==> src/sv/tsc_pkg.sv <==
// shared types, constants and helpers for the topological sorter
// no dependencies; the other design and bench files, tsc_ram apart, refer to it by scoped names

package tsc_pkg;

    localparam int MAX_NODES = 64;
    localparam int MAX_EDGES = 256;
    localparam int NODE_W    = $clog2(MAX_NODES);
    localparam int NCNT_W    = $clog2(MAX_NODES + 1);
    localparam int EDGE_W    = $clog2(MAX_EDGES);
    localparam int ECNT_W    = $clog2(MAX_EDGES + 1);
    localparam int PEND_W    = $clog2(MAX_EDGES + 1);
    localparam int CFG_W     = 7;
    localparam int REG_IDX_W = 1;

    localparam logic [1:0] STATUS_ORDERED = 2'd0;
    localparam logic [1:0] STATUS_SORTED  = 2'd1;
    localparam logic [1:0] STATUS_CYCLE   = 2'd2;
    localparam logic [1:0] STATUS_REJECT  = 2'd3;

    localparam logic KIND_ADD = 1'b0;
    localparam logic KIND_RUN = 1'b1;

    localparam logic [REG_IDX_W-1:0] REG_PART_COUNT      = 1'b0;
    localparam logic [REG_IDX_W-1:0] REG_OPERATION_COUNT = 1'b1;

    typedef enum logic [4:0] {
        ST_IDLE,
        ST_NRD,
        ST_NGOT,
        ST_EGOT,
        ST_AUX,
        ST_PCLR,
        ST_SEED_RD,
        ST_SEED_CHK,
        ST_QRD,
        ST_QGOT,
        ST_EMIT_RD,
        ST_EMIT_PUT,
        ST_FIND,
        ST_SEEN_CHK,
        ST_SEEN_GOT,
        ST_FIX_GOT,
        ST_OP_RD,
        ST_OP_GOT,
        ST_CYC_PUT,
        ST_STAT_PUT
    } ctrl_state_t;

    typedef enum logic [2:0] {
        PH_MIN,
        PH_CHK,
        PH_CNT,
        PH_KAHN,
        PH_UPRED
    } phase_t;

    typedef struct packed {
        logic [NCNT_W-1:0] n;
        logic [NCNT_W-1:0] p;
    } cfg_t;

    typedef struct packed {
        logic              add_en;
        logic [NODE_W-1:0] add_from;
        logic [NODE_W-1:0] add_to;
        logic              node_re;
        logic [NODE_W-1:0] node_addr;
        logic              edge_re;
        logic [EDGE_W-1:0] edge_addr;
        logic              clear;
    } edge_req_t;

    typedef struct packed {
        logic              full;
        logic              node_valid;
        logic [EDGE_W-1:0] node_head;
        logic [EDGE_W-1:0] node_tail;
        logic [NODE_W-1:0] edge_tgt;
        logic [EDGE_W-1:0] edge_nxt;
    } edge_rsp_t;

    // one end is a part and the other an operation, both in range
    function automatic logic live_edge(input logic [NCNT_W-1:0] src,
                                       input logic [NCNT_W-1:0] dst,
                                       input logic [NCNT_W-1:0] n,
                                       input logic [NCNT_W-1:0] p);
        return (src < n) && (dst < n) && ((src < p) != (dst < p));
    endfunction

endpackage

==> src/sv/tsc_ram.sv <==
// generic single-write, single-read synchronous ram, registered read data
// no dependencies

module tsc_ram #(
    parameter int DEPTH = 64,
    parameter int WIDTH = 8,
    localparam int AW = $clog2(DEPTH)
) (
    input  logic             aclk,
    input  logic             we,
    input  logic [AW-1:0]    waddr,
    input  logic [WIDTH-1:0] wdata,
    input  logic             re,
    input  logic [AW-1:0]    raddr,
    output logic [WIDTH-1:0] rdata
);

    logic [WIDTH-1:0] mem [DEPTH];
    logic [WIDTH-1:0] rdata_reg;

    always_ff @(posedge aclk) begin
        if (we) begin
            mem[waddr] <= wdata;
        end
        if (re) begin
            rdata_reg <= mem[raddr];
        end
    end

    assign rdata = rdata_reg;

endmodule

==> src/sv/tsc_ctrl.sv <==
// run sequencer: edge adds and rejects, order check, kahn sort, cycle search, result register
// depends on tsc_pkg, tsc_ram and the edge store responses

module tsc_ctrl (
    input  logic                       aclk,
    input  logic                       aresetn,
    input  tsc_pkg::cfg_t              cfg,
    input  logic                       s_valid,
    output logic                       s_ready,
    input  logic                       s_kind,
    input  logic [tsc_pkg::NODE_W-1:0] s_from_node,
    input  logic [tsc_pkg::NODE_W-1:0] s_to_node,
    output logic                       m_valid,
    input  logic                       m_ready,
    output logic [1:0]                 m_status,
    output logic [tsc_pkg::NODE_W-1:0] m_sorted_node,
    output logic [tsc_pkg::NODE_W-1:0] m_cycle_part,
    output logic [tsc_pkg::NODE_W-1:0] m_cycle_operation,
    output logic                       m_last,
    output tsc_pkg::edge_req_t         ereq,
    input  tsc_pkg::edge_rsp_t         ersp
);

    localparam int NW = tsc_pkg::NODE_W;
    localparam int CW = tsc_pkg::NCNT_W;
    localparam int EW = tsc_pkg::EDGE_W;
    localparam int PW = tsc_pkg::PEND_W;
    localparam logic [CW-1:0] NODES_C = CW'(tsc_pkg::MAX_NODES);
    localparam logic [CW-1:0] LAST_C  = CW'(tsc_pkg::MAX_NODES - 1);

    tsc_pkg::ctrl_state_t state_reg, state_next;
    tsc_pkg::phase_t      phase_reg, phase_next;

    logic [CW-1:0] v_reg, v_next;
    logic [EW-1:0] e_reg, e_next;
    logic [EW-1:0] tail_reg, tail_next;
    logic [EW-1:0] nxt_reg, nxt_next;
    logic          last_e_reg, last_e_next;
    logic [NW-1:0] s_reg, s_next;
    logic          live_reg, live_next;
    logic [CW-1:0] m_reg, m_next;
    logic          bad_reg, bad_next;
    logic [CW-1:0] qt_reg, qt_next;
    logic [CW-1:0] qh_reg, qh_next;
    logic [CW-1:0] k_reg, k_next;
    logic [NW-1:0] cur_reg, cur_next;
    logic [NW-1:0] start_reg, start_next;
    logic [NW-1:0] op_reg, op_next;
    logic [tsc_pkg::MAX_NODES-1:0] done_reg, done_next;
    logic [tsc_pkg::MAX_NODES-1:0] seen_reg, seen_next;

    logic          out_valid_reg, out_valid_next;
    logic [1:0]    out_status_reg, out_status_next;
    logic [NW-1:0] out_node_reg, out_node_next;
    logic [NW-1:0] out_part_reg, out_part_next;
    logic [NW-1:0] out_op_reg, out_op_next;
    logic          out_last_reg, out_last_next;
    logic          out_free, out_load;

    logic          min_we, min_re;
    logic [NW-1:0] min_waddr, min_raddr;
    logic [CW-1:0] min_wdata, min_rd;
    logic          pend_we, pend_re;
    logic [NW-1:0] pend_waddr, pend_raddr;
    logic [PW-1:0] pend_wdata, pend_rd;
    logic          queue_we, queue_re;
    logic [NW-1:0] queue_waddr, queue_raddr;
    logic [NW-1:0] queue_wdata, queue_rd;
    logic          upred_we, upred_re;
    logic [NW-1:0] upred_waddr, upred_raddr;
    logic [NW-1:0] upred_wdata, upred_rd;

    logic          node_end;
    logic          live_now, last_now, cyc_last;
    logic [CW-1:0] tgt_ext, m_new;
    logic [NW-1:0] v6;

    tsc_ram #(.DEPTH(tsc_pkg::MAX_NODES), .WIDTH(CW)) u_min (
        .aclk(aclk), .we(min_we), .waddr(min_waddr), .wdata(min_wdata),
        .re(min_re), .raddr(min_raddr), .rdata(min_rd)
    );
    tsc_ram #(.DEPTH(tsc_pkg::MAX_NODES), .WIDTH(PW)) u_pend (
        .aclk(aclk), .we(pend_we), .waddr(pend_waddr), .wdata(pend_wdata),
        .re(pend_re), .raddr(pend_raddr), .rdata(pend_rd)
    );
    tsc_ram #(.DEPTH(tsc_pkg::MAX_NODES), .WIDTH(NW)) u_queue (
        .aclk(aclk), .we(queue_we), .waddr(queue_waddr), .wdata(queue_wdata),
        .re(queue_re), .raddr(queue_raddr), .rdata(queue_rd)
    );
    tsc_ram #(.DEPTH(tsc_pkg::MAX_NODES), .WIDTH(NW)) u_upred (
        .aclk(aclk), .we(upred_we), .waddr(upred_waddr), .wdata(upred_wdata),
        .re(upred_re), .raddr(upred_raddr), .rdata(upred_rd)
    );

    assign out_free = !out_valid_reg || m_ready;
    assign v6       = v_reg[NW-1:0];
    assign tgt_ext  = {1'b0, ersp.edge_tgt};
    assign live_now = tsc_pkg::live_edge(v_reg, tgt_ext, cfg.n, cfg.p);
    assign last_now = e_reg == tail_reg;
    assign m_new    = (live_now && (tgt_ext < m_reg)) ? tgt_ext : m_reg;
    assign cyc_last = (upred_rd == start_reg) || (k_reg == LAST_C);

    always_comb begin
        state_next  = state_reg;
        phase_next  = phase_reg;
        v_next      = v_reg;
        e_next      = e_reg;
        tail_next   = tail_reg;
        nxt_next    = nxt_reg;
        last_e_next = last_e_reg;
        s_next      = s_reg;
        live_next   = live_reg;
        m_next      = m_reg;
        bad_next    = bad_reg;
        qt_next     = qt_reg;
        qh_next     = qh_reg;
        k_next      = k_reg;
        cur_next    = cur_reg;
        start_next  = start_reg;
        op_next     = op_reg;
        done_next   = done_reg;
        seen_next   = seen_reg;

        out_load        = 1'b0;
        out_status_next = out_status_reg;
        out_node_next   = out_node_reg;
        out_part_next   = out_part_reg;
        out_op_next     = out_op_reg;
        out_last_next   = out_last_reg;

        s_ready  = 1'b0;
        node_end = 1'b0;
        ereq     = '0;

        min_we = 1'b0; min_waddr = v6; min_wdata = m_reg;
        min_re = 1'b0; min_raddr = ersp.edge_tgt;
        pend_we = 1'b0; pend_waddr = s_reg; pend_wdata = '0;
        pend_re = 1'b0; pend_raddr = ersp.edge_tgt;
        queue_we = 1'b0; queue_waddr = qt_reg[NW-1:0]; queue_wdata = s_reg;
        queue_re = 1'b0; queue_raddr = qh_reg[NW-1:0];
        upred_we = 1'b0; upred_waddr = ersp.edge_tgt; upred_wdata = v6;
        upred_re = 1'b0; upred_raddr = cur_reg;

        unique case (state_reg)
            tsc_pkg::ST_IDLE: begin
                s_ready = out_free;
                if (s_valid && out_free) begin
                    if (s_kind == tsc_pkg::KIND_RUN) begin
                        phase_next = tsc_pkg::PH_MIN;
                        v_next     = '0;
                        state_next = tsc_pkg::ST_NRD;
                    end else if (!tsc_pkg::live_edge({1'b0, s_from_node},
                                                     {1'b0, s_to_node},
                                                     cfg.n, cfg.p) || ersp.full) begin
                        out_load        = 1'b1;
                        out_status_next = tsc_pkg::STATUS_REJECT;
                        out_node_next   = '0;
                        out_part_next   = '0;
                        out_op_next     = '0;
                        out_last_next   = 1'b1;
                    end else begin
                        ereq.add_en   = 1'b1;
                        ereq.add_from = s_from_node;
                        ereq.add_to   = s_to_node;
                    end
                end
            end

            tsc_pkg::ST_NRD: begin
                if (v_reg >= cfg.n) begin
                    unique case (phase_reg)
                        tsc_pkg::PH_MIN: begin
                            phase_next = tsc_pkg::PH_CHK;
                            v_next     = '0;
                            bad_next   = 1'b0;
                        end
                        tsc_pkg::PH_CHK: begin
                            v_next     = '0;
                            state_next = bad_reg ? tsc_pkg::ST_PCLR
                                                 : tsc_pkg::ST_STAT_PUT;
                        end
                        tsc_pkg::PH_CNT: begin
                            v_next     = '0;
                            qt_next    = '0;
                            state_next = tsc_pkg::ST_SEED_RD;
                        end
                        tsc_pkg::PH_UPRED: begin
                            v_next     = '0;
                            state_next = tsc_pkg::ST_FIND;
                        end
                        default: begin
                            state_next = tsc_pkg::ST_IDLE;
                        end
                    endcase
                end else if (phase_reg == tsc_pkg::PH_UPRED && done_reg[v6]) begin
                    v_next = v_reg + 1'b1;
                end else begin
                    ereq.node_re   = 1'b1;
                    ereq.node_addr = v6;
                    state_next     = tsc_pkg::ST_NGOT;
                end
            end

            tsc_pkg::ST_NGOT: begin
                if (!ersp.node_valid) begin
                    min_we    = phase_reg == tsc_pkg::PH_MIN;
                    min_wdata = cfg.n;
                    node_end  = 1'b1;
                end else begin
                    ereq.edge_re   = 1'b1;
                    ereq.edge_addr = ersp.node_head;
                    e_next         = ersp.node_head;
                    tail_next      = ersp.node_tail;
                    m_next         = cfg.n;
                    state_next     = tsc_pkg::ST_EGOT;
                end
            end

            tsc_pkg::ST_EGOT: begin
                if (phase_reg == tsc_pkg::PH_MIN || phase_reg == tsc_pkg::PH_UPRED) begin
                    if (phase_reg == tsc_pkg::PH_MIN) begin
                        m_next    = m_new;
                        min_we    = last_now;
                        min_wdata = m_new;
                    end else begin
                        upred_we = live_now;
                    end
                    if (last_now) begin
                        node_end = 1'b1;
                    end else begin
                        ereq.edge_re   = 1'b1;
                        ereq.edge_addr = ersp.edge_nxt;
                        e_next         = ersp.edge_nxt;
                    end
                end else begin
                    s_next      = ersp.edge_tgt;
                    live_next   = live_now;
                    nxt_next    = ersp.edge_nxt;
                    last_e_next = last_now;
                    min_re      = phase_reg == tsc_pkg::PH_CHK;
                    pend_re     = phase_reg != tsc_pkg::PH_CHK;
                    state_next  = tsc_pkg::ST_AUX;
                end
            end

            tsc_pkg::ST_AUX: begin
                case (phase_reg)
                    tsc_pkg::PH_CHK: begin
                        if (live_reg && v_reg >= min_rd) begin
                            bad_next = 1'b1;
                        end
                    end
                    tsc_pkg::PH_CNT: begin
                        pend_we    = live_reg;
                        pend_wdata = pend_rd + 1'b1;
                    end
                    tsc_pkg::PH_KAHN: begin
                        if (live_reg && pend_rd != '0) begin
                            pend_we    = 1'b1;
                            pend_wdata = pend_rd - 1'b1;
                            if (pend_rd == PW'(1) && qt_reg < NODES_C) begin
                                queue_we = 1'b1;
                                qt_next  = qt_reg + 1'b1;
                            end
                        end
                    end
                    default: begin
                    end
                endcase
                if (last_e_reg) begin
                    node_end = 1'b1;
                end else begin
                    ereq.edge_re   = 1'b1;
                    ereq.edge_addr = nxt_reg;
                    e_next         = nxt_reg;
                    state_next     = tsc_pkg::ST_EGOT;
                end
            end

            tsc_pkg::ST_PCLR: begin
                pend_we    = 1'b1;
                pend_waddr = v6;
                pend_wdata = '0;
                done_next  = '0;
                if (v_reg == LAST_C) begin
                    v_next     = '0;
                    phase_next = tsc_pkg::PH_CNT;
                    state_next = tsc_pkg::ST_NRD;
                end else begin
                    v_next = v_reg + 1'b1;
                end
            end

            tsc_pkg::ST_SEED_RD: begin
                if (v_reg >= cfg.n) begin
                    qh_next    = '0;
                    phase_next = tsc_pkg::PH_KAHN;
                    state_next = tsc_pkg::ST_QRD;
                end else begin
                    pend_re    = 1'b1;
                    pend_raddr = v6;
                    state_next = tsc_pkg::ST_SEED_CHK;
                end
            end

            tsc_pkg::ST_SEED_CHK: begin
                if (pend_rd == '0 && qt_reg < NODES_C) begin
                    queue_we    = 1'b1;
                    queue_wdata = v6;
                    qt_next     = qt_reg + 1'b1;
                end
                v_next     = v_reg + 1'b1;
                state_next = tsc_pkg::ST_SEED_RD;
            end

            tsc_pkg::ST_QRD: begin
                if (qh_reg < qt_reg) begin
                    queue_re   = 1'b1;
                    qh_next    = qh_reg + 1'b1;
                    state_next = tsc_pkg::ST_QGOT;
                end else if (qt_reg >= cfg.n) begin
                    k_next     = '0;
                    state_next = tsc_pkg::ST_EMIT_RD;
                end else begin
                    v_next     = '0;
                    phase_next = tsc_pkg::PH_UPRED;
                    state_next = tsc_pkg::ST_NRD;
                end
            end

            tsc_pkg::ST_QGOT: begin
                v_next              = {1'b0, queue_rd};
                done_next[queue_rd] = 1'b1;
                ereq.node_re        = 1'b1;
                ereq.node_addr      = queue_rd;
                state_next          = tsc_pkg::ST_NGOT;
            end

            tsc_pkg::ST_EMIT_RD: begin
                queue_re    = 1'b1;
                queue_raddr = k_reg[NW-1:0];
                state_next  = tsc_pkg::ST_EMIT_PUT;
            end

            tsc_pkg::ST_EMIT_PUT: begin
                if (out_free) begin
                    out_load        = 1'b1;
                    out_status_next = tsc_pkg::STATUS_SORTED;
                    out_node_next   = queue_rd;
                    out_part_next   = '0;
                    out_op_next     = '0;
                    out_last_next   = (k_reg + 1'b1) == cfg.n;
                    if ((k_reg + 1'b1) == cfg.n) begin
                        ereq.clear = 1'b1;
                        state_next = tsc_pkg::ST_IDLE;
                    end else begin
                        k_next     = k_reg + 1'b1;
                        state_next = tsc_pkg::ST_EMIT_RD;
                    end
                end
            end

            tsc_pkg::ST_FIND: begin
                if (!done_reg[v6]) begin
                    cur_next   = v6;
                    seen_next  = '0;
                    state_next = tsc_pkg::ST_SEEN_CHK;
                end else begin
                    v_next = v_reg + 1'b1;
                end
            end

            tsc_pkg::ST_SEEN_CHK: begin
                upred_re = 1'b1;
                if (seen_reg[cur_reg]) begin
                    if ({1'b0, cur_reg} >= cfg.p) begin
                        state_next = tsc_pkg::ST_FIX_GOT;
                    end else begin
                        upred_re   = 1'b0;
                        start_next = cur_reg;
                        k_next     = '0;
                        state_next = tsc_pkg::ST_OP_RD;
                    end
                end else begin
                    seen_next[cur_reg] = 1'b1;
                    state_next         = tsc_pkg::ST_SEEN_GOT;
                end
            end

            tsc_pkg::ST_SEEN_GOT: begin
                cur_next   = upred_rd;
                state_next = tsc_pkg::ST_SEEN_CHK;
            end

            tsc_pkg::ST_FIX_GOT: begin
                cur_next   = upred_rd;
                start_next = upred_rd;
                k_next     = '0;
                state_next = tsc_pkg::ST_OP_RD;
            end

            tsc_pkg::ST_OP_RD: begin
                upred_re   = 1'b1;
                state_next = tsc_pkg::ST_OP_GOT;
            end

            tsc_pkg::ST_OP_GOT: begin
                op_next     = upred_rd;
                upred_re    = 1'b1;
                upred_raddr = upred_rd;
                state_next  = tsc_pkg::ST_CYC_PUT;
            end

            tsc_pkg::ST_CYC_PUT: begin
                if (out_free) begin
                    out_load        = 1'b1;
                    out_status_next = tsc_pkg::STATUS_CYCLE;
                    out_node_next   = '0;
                    out_part_next   = cur_reg;
                    out_op_next     = op_reg;
                    out_last_next   = cyc_last;
                    if (cyc_last) begin
                        ereq.clear = 1'b1;
                        state_next = tsc_pkg::ST_IDLE;
                    end else begin
                        cur_next   = upred_rd;
                        k_next     = k_reg + 1'b1;
                        state_next = tsc_pkg::ST_OP_RD;
                    end
                end
            end

            tsc_pkg::ST_STAT_PUT: begin
                if (out_free) begin
                    out_load        = 1'b1;
                    out_status_next = tsc_pkg::STATUS_ORDERED;
                    out_node_next   = '0;
                    out_part_next   = '0;
                    out_op_next     = '0;
                    out_last_next   = 1'b1;
                    ereq.clear      = 1'b1;
                    state_next      = tsc_pkg::ST_IDLE;
                end
            end

            default: begin
                state_next = tsc_pkg::ST_IDLE;
            end
        endcase

        // node walk finished: next node, or back to the queue in the sort
        if (node_end) begin
            if (phase_reg == tsc_pkg::PH_KAHN) begin
                state_next = tsc_pkg::ST_QRD;
            end else begin
                v_next     = v_reg + 1'b1;
                state_next = tsc_pkg::ST_NRD;
            end
        end

        if (out_load) begin
            out_valid_next = 1'b1;
        end else if (m_ready) begin
            out_valid_next = 1'b0;
        end else begin
            out_valid_next = out_valid_reg;
        end
    end

    always_ff @(posedge aclk) begin
        if (!aresetn) begin
            state_reg     <= tsc_pkg::ST_IDLE;
            phase_reg     <= tsc_pkg::PH_MIN;
            out_valid_reg <= 1'b0;
            done_reg      <= '0;
            seen_reg      <= '0;
            bad_reg       <= 1'b0;
            qt_reg        <= '0;
            qh_reg        <= '0;
            k_reg         <= '0;
            v_reg         <= '0;
        end else begin
            state_reg     <= state_next;
            phase_reg     <= phase_next;
            out_valid_reg <= out_valid_next;
            done_reg      <= done_next;
            seen_reg      <= seen_next;
            bad_reg       <= bad_next;
            qt_reg        <= qt_next;
            qh_reg        <= qh_next;
            k_reg         <= k_next;
            v_reg         <= v_next;
        end
        e_reg          <= e_next;
        tail_reg       <= tail_next;
        nxt_reg        <= nxt_next;
        last_e_reg     <= last_e_next;
        s_reg          <= s_next;
        live_reg       <= live_next;
        m_reg          <= m_next;
        cur_reg        <= cur_next;
        start_reg      <= start_next;
        op_reg         <= op_next;
        out_status_reg <= out_status_next;
        out_node_reg   <= out_node_next;
        out_part_reg   <= out_part_next;
        out_op_reg     <= out_op_next;
        out_last_reg   <= out_last_next;
    end

    assign m_valid           = out_valid_reg;
    assign m_status          = out_status_reg;
    assign m_sorted_node     = out_node_reg;
    assign m_cycle_part      = out_part_reg;
    assign m_cycle_operation = out_op_reg;
    assign m_last            = out_last_reg;

endmodule

==> config.mk <==
export PLATFORM = sky130hd
export DESIGN_NAME = tsc_ctrl
export DESIGN_NICKNAME = d
export VERILOG_FILES = /design/src/sv/tsc_pkg.sv /design/src/sv/tsc_ram.sv /design/src/sv/tsc_ctrl.sv
export SDC_FILE = /design/constraint.sdc
export NUM_CORES = 2
export LEC_CHECK = 0
export BUFFER_PORTS_ARGS = -buffer_cell sky130_fd_sc_hd__clkbuf_2
export CORE_ASPECT_RATIO = 1.4
export CORE_MARGIN = 5
export CORE_UTILIZATION = 40
export DETAILED_ROUTE_END_ITERATION = 16
export GPL_TIMING_DRIVEN = 0
export MAX_ROUTING_LAYER = met4
export PLACE_DENSITY = 0.53
export SYNTH_ARGS = -nofsm -noshare
export SYNTH_HDL_FRONTEND = slang
export SYNTH_SLANG_ARGS = --single-unit
==> constraint.sdc <==
create_clock -name aclk -period 7.7 [get_ports aclk]
set_input_delay 1.54 -clock aclk [delete_from_list [all_inputs] [get_ports aclk]]
set_output_delay 1.54 -clock aclk [all_outputs]
set_load 0.05 [all_outputs]
==> impl_results.md <==
- CP endpoint kind: output pin
- Drt wl/cell: around 29 um
- Pwr dens: 260 nW/um^2
- Synth Register Bits: 2064
- Total Neg Setup Slack: 0 ps
- Kind of critical path: flop to output pin
- Regs by FF count: u_pend.mem x576, u_min.mem x448
- First-pass GRT wire length: 386 mm
- CP max FO: 10
- Vias in the first global route: around 54000
- Commonest non-fill, non-tap cell in the layout: edfxtp_1
- Sequential share of power: between 50% and 60%
- Clock Latency Late Sink: approximately 860 ps
- Crit-path leading delay family: buffers and inverters
- DP Cell Count: 8970
- Pin count of the biggest net entering global routing: 69
- Routed WL: 271 mm
- Internal Power: 18.9 mW
- Final RePlAce weighted congestion: about 0.93
- # DRC: 0
- Root Driver: clkbuf_16
- Post-DP HPWL: approximately 190 mm
- Clock network fraction of total power: 40.0%
- Hold crit path type: flop to flop
- Worst hold slack: 464 ps
- Final critical-path share of the clock period: a little over nine tenths
- Total GRT Usage: between 20% and 30%
- Max-slew headroom: 6.10%
- I/O pins: 116
- Max incr delay on CP: 710 ps
- Critical Path AT: 5740 ps
- Detailed Routing Iterations Pass 1: 6
- Routed via count: ~55000
- Worst EP required: 6160 ps
- Max FFs per register: about 580
- EDFF count, synth: roughly 1900
- Hold Vio Cnt, Final: 0
- CTS Buffer Depth: 4
- Mapped Cells: 5975
- Row count: 200
- Die width: 400 um
- CP max stage cell: buf_1
- Postcts setup bufs: 0
- Clk pin slew, worst setup/hold paths: 60 ps
- Mapped Area: 85000 um^2
- Final worst setup slack: ~420 ps
- Clock Sinks: 2064
- Area Growth Syn to Fin: 14.0%
- Initial antenna violation count: 16
- Count of cell types in the netlist: 87
- Async S/R FF share, synth: 0%
- Initial Util: between 40% and 50%
- Critical path launch point type: flop
- Worst slack, placed: between 400 and 500 ps
- Fin. max-slew vios: 0
- Run status: finished clean
- Die ar.: 222000 um^2
- 1st-iter DRT viols: roughly 5300
- Post-Route Utilization: between 40% and 50%
- Core Area: 212000 um^2
- Hold-fix buffers, CTS: 0
- Worst Max-Slew Pin Slew: 1410 ps
- Net Sw Power: between 6 and 7 mW
- Buf/Inv on CP: 4
- Mapped Avg Cell Area: about 14 um^2
- Fin crit period: 7280 ps
- Most common flop cell mapped by yosys: edfxtp_1
- Max-cap violations: 0
- Congestion Overflow GR: 0
- Maximum clock rate: about 0.14 GHz
- Final ANT Viol Nets: 0
- Sw Share: between 20% and 30%
- Layout cell share with drive strength beyond 1: a little under an eighth
- Worst-path cell chain: buf_2, buf_1, inv_1, ha_1, nand2b_1, a211o_1, a21oi_1, nand2_1, a21oi_1, nand2_1, a21oi_2, clkbuf_2
- CTS tree: built
- IO Port Bufs: between 100 and 150
- Fin Clk Skew: about 51 ps
- Htree depth: 4
- RSZ-0062 raised after global routing: false
- Biggest register: u_pend.mem
- Post-synth net total: 6121
- Post-synthesis sequential area ratio: 70.9%
- Finished Layout Cells: 9350
- Leakage: 32.2 nW
- Worst-case vdd ir drop: 0.193 mV
- Commonest cells after routing, fill and taps aside: edfxtp_1 (1898), nand2_1 (709), nor2_1 (528)
- Final setup violating endpoints: 0
- Yosys warnings: 0
- Total CTS buffers: 205
- Via density per instance: 5.84
- Die H: around 560 um
- Combinational Power Share: 10.0%
- # nets final: 6495
==> worst reg2reg max path, delay by kind of cell (launching register included) <==
kind            cells  cell delay, ps
compound gates      3            1240
fa+ha+maj           1             390
buf+inv             4            1880
flops               1             450
mux                 1             470
simple gates        5            2200
==> metrics by stage <==
stage / power (mW) / instance area, um^2
floorplan: 14.2 / 85000
global placement: 15.2 / 89200
detailed placement: 15.3 / 90300
CTS: 25.3 / 96900
global route: 25.9 / 96900
finish: 25.2 / 96900
==> power by group through the flow <==
stage	combinational, mW	clock, mW	sequential [mW]
after global placement	2.32	0	12.9
after floorplan	1.34	0	12.9
after detailed placement	2.48	0	12.8
after CTS	2.49	10.2	12.6
after global routing	2.65	10.7	12.6
final	2.52	10.1	12.6
==> synthesized netlist by cell type (all sizes together) (38+ instances only) <==
cell / number / area [um^2]
nand2: 709 / 2660
a211oi: 184 / 1400
nand3: 171 / 861
ha: 83 / 1040
a22o: 51 / 447
a21o: 40 / 300
nor2: 532 / 2000
mux2i: 179 / 1790
a31oi: 116 / 726
o22ai: 70 / 438
a221oi: 68 / 596
a21oi: 172 / 861
nor3: 38 / 211
mux4: 112 / 2520
and3: 128 / 801
edfxtp: 1898 / 57000
a22oi: 217 / 1630
nor2b: 43 / 269
buf: 103 / 524
inv: 73 / 274
o21a: 40 / 300
a311oi: 68 / 596
dfxtp: 166 / 3320
clkbuf: 250 / 938
o21ai: 69 / 345
==> final cells by class <==
cell class / instances / area, um^2
Buffer: 353 / 1460
Inverter: 75 / 282
Fill cell: 19000 / 115000
Clock inverter: 118 / 1220
Multi-Input combinational cell: 3483 / 23200
Clock buffer: 252 / 5360
Timing Repair Buffer: 167 / 1510
Sequential cell: 2064 / 60300
Antenna cell: 10 / 25.0
Tap cell: 2828 / 3540
==> final timing paths <==
path | startpoint | end | slack [ps] | cells past startpoint
worst max-delay path | v_reg[0] | ereq[11] | 420 | 12
worst min-delay path | seen_reg[31] | seen_reg[31] | 460 | 1
worst max register to register | v_reg[0] | u_pend.rdata[2] | 790 | 14
worst min register to register | seen_reg[31] | seen_reg[31] | 460 | 1
==> routing by layer <==
metal	track usage (%)	routed length, um
met2	41.0	135000
met4	9.94	12800
met3	3.52	18300
met1	30.0	105000
met5	-	0
==> what timing repair did <==
action	4_1_cts	5_1_grt
endpoints found under the setup margin	0	1
gates resized for setup	0	1
hold endpoints to repair	0	0
==> cells by family after synthesis <==
family                     share of synthesized area (%)
buffers and inverters                               2.05
AOI/OAI and AO/OA                                   10.3
xor gates and xnor gates                           0.424
and+or+nand+nor                                     9.61
adders and majority gates                           1.22
muxes                                               5.46
DFF                                                 70.9
Note: power is estimated with default switching activity, not from simulation.
